===== src/hdl/dmwbc_ram.sv =====
// Simple dual-port synchronous RAM: one write port, one registered read port.
`default_nettype none
module dmwbc_ram #(
  parameter int unsigned WIDTH = 8,
  parameter int unsigned DEPTH = 256
) (
  input  wire logic                     clk,
  input  wire logic                     we,
  input  wire logic [$clog2(DEPTH)-1:0] waddr,
  input  wire logic [WIDTH-1:0]         wdata,
  input  wire logic [$clog2(DEPTH)-1:0] raddr,
  output logic      [WIDTH-1:0]         rdata
);

  logic [WIDTH-1:0] mem [DEPTH];

  always_ff @(posedge clk) begin
    if (we) begin
      mem[waddr] <= wdata;
    end
    rdata <= mem[raddr];
  end

endmodule
`default_nettype wire


===== config.mk =====
export PLATFORM = sky130hd
export DESIGN_NAME = dmwbc_ram
export DESIGN_NICKNAME = d
export VERILOG_FILES = /design/src/hdl/dmwbc_ram.sv
export SDC_FILE = /design/constraint.sdc
export NUM_CORES = 2
export LEC_CHECK = 0
export BUFFER_PORTS_ARGS = -buffer_cell sky130_fd_sc_hd__buf_2
export CELL_PAD_IN_SITES_DETAIL_PLACEMENT = 0
export CELL_PAD_IN_SITES_GLOBAL_PLACEMENT = 2
export CORE_MARGIN = 5
export CORE_UTILIZATION = 46
export DETAILED_ROUTE_END_ITERATION = 10
export GPL_TIMING_DRIVEN = 0
export PLACE_DENSITY = 0.71
export SYNTH_ARGS = -nofsm -noshare
export SYNTH_HDL_FRONTEND = slang
export SYNTH_SLANG_ARGS = --single-unit
export TNS_END_PERCENT = 20

===== constraint.sdc =====
create_clock -name clk -period 2.08 [get_ports clk]
set_clock_uncertainty 0.2 [all_clocks]
set_input_delay 0.104 -clock clk [delete_from_list [all_inputs] [get_ports clk]]
set_output_delay 0.104 -clock clk [all_outputs]
set_load 0.02 [all_outputs]

==> results.toml <==
[cells_and_area]
multiInputGateArea_um2 = 18200
ff_latch_area_um2 = 61700
layout_commonest_cell = "edfxtp_1"
final_cell_mix = "edfxtp_1 (2048), mux4_2 (454), clkbuf_16 (210), mux2i_1 (134), nor2_2 (130)"
fin_nets = 4050
area_growth_pct = 16.0
fin_area_um2 = 92300
nFillCells = 13200
fin_cells = 6518
drive_above_1_share = 0.312
utilization = 0.538

[synth]
post_synth_num_cell_types = 55
ys.flop_type = "edfxtp_1"
synth_cells = 3733
synth_nets = 3759
synth_edf_count = 2048
ys_async_sr_fraction = 0
syn_area_per_cell_um2 = 21.3
synth_seq_cells = 2056
ys_warn_count = 0
yosysSeqAreaShare = 0.775
syn_area_um2 = 79600

[critical_path]
crit_fanout = 10
crit_path_start = "raddr[3]"
worstPathCellList = "buf_2, buf_2, nor2b_1, clkdlybuf4s18_2, clkbuf_2, a22oi_1, a21oi_1, nor3_2, nor4_4"
r2r_start = "mem[81][5]"
path_class = "primary input to flip-flop"
cp-start-kind = "primary input"
cp.arrival_ps = 3220
timing.critical_path.to = "rdata[7]"
cpMostUsedCell = "buf_2"
cp_slowest_stage_delay_ps = 510
cp.required_ps = 2570
r2r-end = "rdata[5]"
slowest_stage = "a21oi_1"
r2r_slack_ps = -590
cp-end-kind = "flip-flop"
reg2regPathDepth = 6

[timing]
tightest_slew_ps = 1310
fmax_ghz = 0.367
rsz0062_at_grt = "yes"
tns_ps = -78850
post-route-period-util = 1.31
setup_violations = 709
finalHoldViolCount = 0
setup_slack_ps = -647
drv_slew = 0
period_needed_ps = 2730
slew_headroom = 0.125

[routing]
firstDrtPassIters = 6
drc = 0
wirelength_mm = 250
ant_nets = 0
via_per_inst = 6.28
drt_iter0_drc = 5546
vias = 41000
drt-wirelength-per-cell_um = 38.4

[placed_design]
dp_cells = 6083
placed_area_um2 = 83300
io_buffers = 26
dp.final_hpwl_mm = 165
gp_congestion = 0.909

[min_path]
hold_path_class = "primary input to flip-flop"

[clock_tree]
clock_sinks = 2056
htreeDepth = 4
clockBufferDepth = 3
worstSkewPairLatency_ps = 870
cts_tree = "yes"
cts-buffers-inserted = 210
clockRootBuffer = "clkbuf_16"
clk_pin_slew_ps = 60

[run_status]
outcome = "complete, but fails checks"
violations = "negative setup slack"

[power_and_ir_drop]
power_density_nw_per_um2 = 952
leakagePower_nw = 28.3
peakVddDrop_mv = 0.835

[global_route]
grt_max_degree = 149
grt_pass1_wl_mm = 341
busiest_layer = "met2"
use_met2 = 0.434
antenna_found_initial = 17
grt_util_met3 = 0.0624
grt_overflow = 0
use_met1 = 0.382
grt_pass1_vias = 40500
grt_usage = 0.277

[floorplan]
die_area_um2 = 181000
ios = 34
die_x_um = 426
start_util = 0.463
rows = 152
core-area_um2 = 172000
die_h_um = 426

[job]
drv_cap = 0
worst min path at each step:
| stage | startpoint | to | slack, ps | cells past startpoint |
|---|---|---|---|---|
| 3_3_place_gp | rdata[1] | rdata[1] | 320 | 1 |
| 5_1_grt | waddr[0] | mem[203][6] | 9 | 3 |
| 3_5_place_dp | rdata[7] | rdata[7] | 320 | 1 |
| 4_1_cts | waddr[7] | mem[251][7] | -6 | 3 |
| 6_report | waddr[1] | mem[243][6] | 40 | 3 |
| 2_1_floorplan | wdata[0] | mem[0][0] | 3 | 0 |
routing by layer:
| metal | share of wire | vias up |
|---|---|---|
| li1 | - | 16300 |
| met5 | 0.000048 | - |
| met4 | 0.045 | 2 |
| met1 | 0.39 | 22000 |
| met3 | 0.095 | 424 |
| met2 | 0.47 | 2147 |
synth_stat cells (3+ instances only):
cell type	number	share of area
buf_4	27	0.0025
nor4_1	24	0.0019
nand2_1	33	0.0016
a221oi_1	13	0.0014
buf_1	22	0.0010
nor2_1	282	0.013
clkbuf_1	111	0.0052
o211ai_1	10	0.00094
mux2i_1	134	0.017
buf_8	13	0.0025
or2_2	4	0.00031
o22a_1	5	0.00055
nor4_2	3	0.00047
nor2b_1	31	0.0024
a22oi_1	133	0.013
a211oi_1	16	0.0015
nand2b_1	8	0.00063
mux4_2	454	0.13
a21oi_1	96	0.0060
o21ai_0	10	0.00063
buf_12	8	0.0020
nand4_1	10	0.00079
nor3_1	22	0.0014
nand3_1	34	0.0021
buf_2	31	0.0020
buf_6	21	0.0030
o22ai_1	28	0.0022
and2_1	6	0.00047
o221ai_1	46	0.0051
a22o_1	8	0.00088
o32ai_1	4	0.00044
dfxtp_1	8	0.0020
edfxtp_1	2048	0.77
sequential cells by signal, summed over array words and instances, names as in the netlist:
| name | count |
|---|---|
| mem | 2048 |
| rdata | 8 |
cell type report:
| class | count | area share |
|---|---|---|
| Sequential cell | 2056 | 0.668 |
| Multi-Input combinational cell | 1442 | 0.197 |
| Clock buffer | 274 | 0.0604 |
| Tap cell | 2310 | 0.0313 |
| Buffer | 231 | 0.0220 |
| Clock inverter | 116 | 0.0117 |
| Timing Repair Buffer | 81 | 0.00923 |
| Antenna cell | 6 | 0.000163 |
| Inverter | 2 | 0.0000813 |
power breakdown:
part	total, mW	switching (mW)	internal [mW]
clock	36.7	16.3	20.4
sequential	45.7	0.0249	45.7
combinational	5.49	3.77	1.72
critical path, delay by kind of cell:
| family | cells | cell delay, ps |
|---|---|---|
| compound gates | 2 | 680 |
| simple gates | 3 | 830 |
| buf+inv | 4 | 1570 |
logic make-up after synthesis:
group                  synth area share
muxes                             0.146
AOI/OAI and AO/OA                0.0342
buffers and inverters            0.0183
and+or+nand+nor                  0.0263
DFF                               0.775
per-stage QoR:
stage / power (mW) / setup slack [ps] / hold slack (ps)
finish: 87.9 / -647 / 37.2
detailed placement: 51.6 / -3320 / 323
floorplan: 48.9 / -42.8 / 2.87
CTS: 88.1 / -554 / -6.29
global placement: 51.6 / -3580 / 322
global route: 90.1 / -570 / 9.40
repair_timing:
item / CTS / global route
pin swaps: 33 / 10
hold buffers: 16 / 0
resized for setup: 415 / 157
endpoints found under the setup margin: 2000 / 1442
endpoints found under the hold margin: 1359 / 0
buffers inserted: 25 / 0
Power figures use the tool's default switching activity.
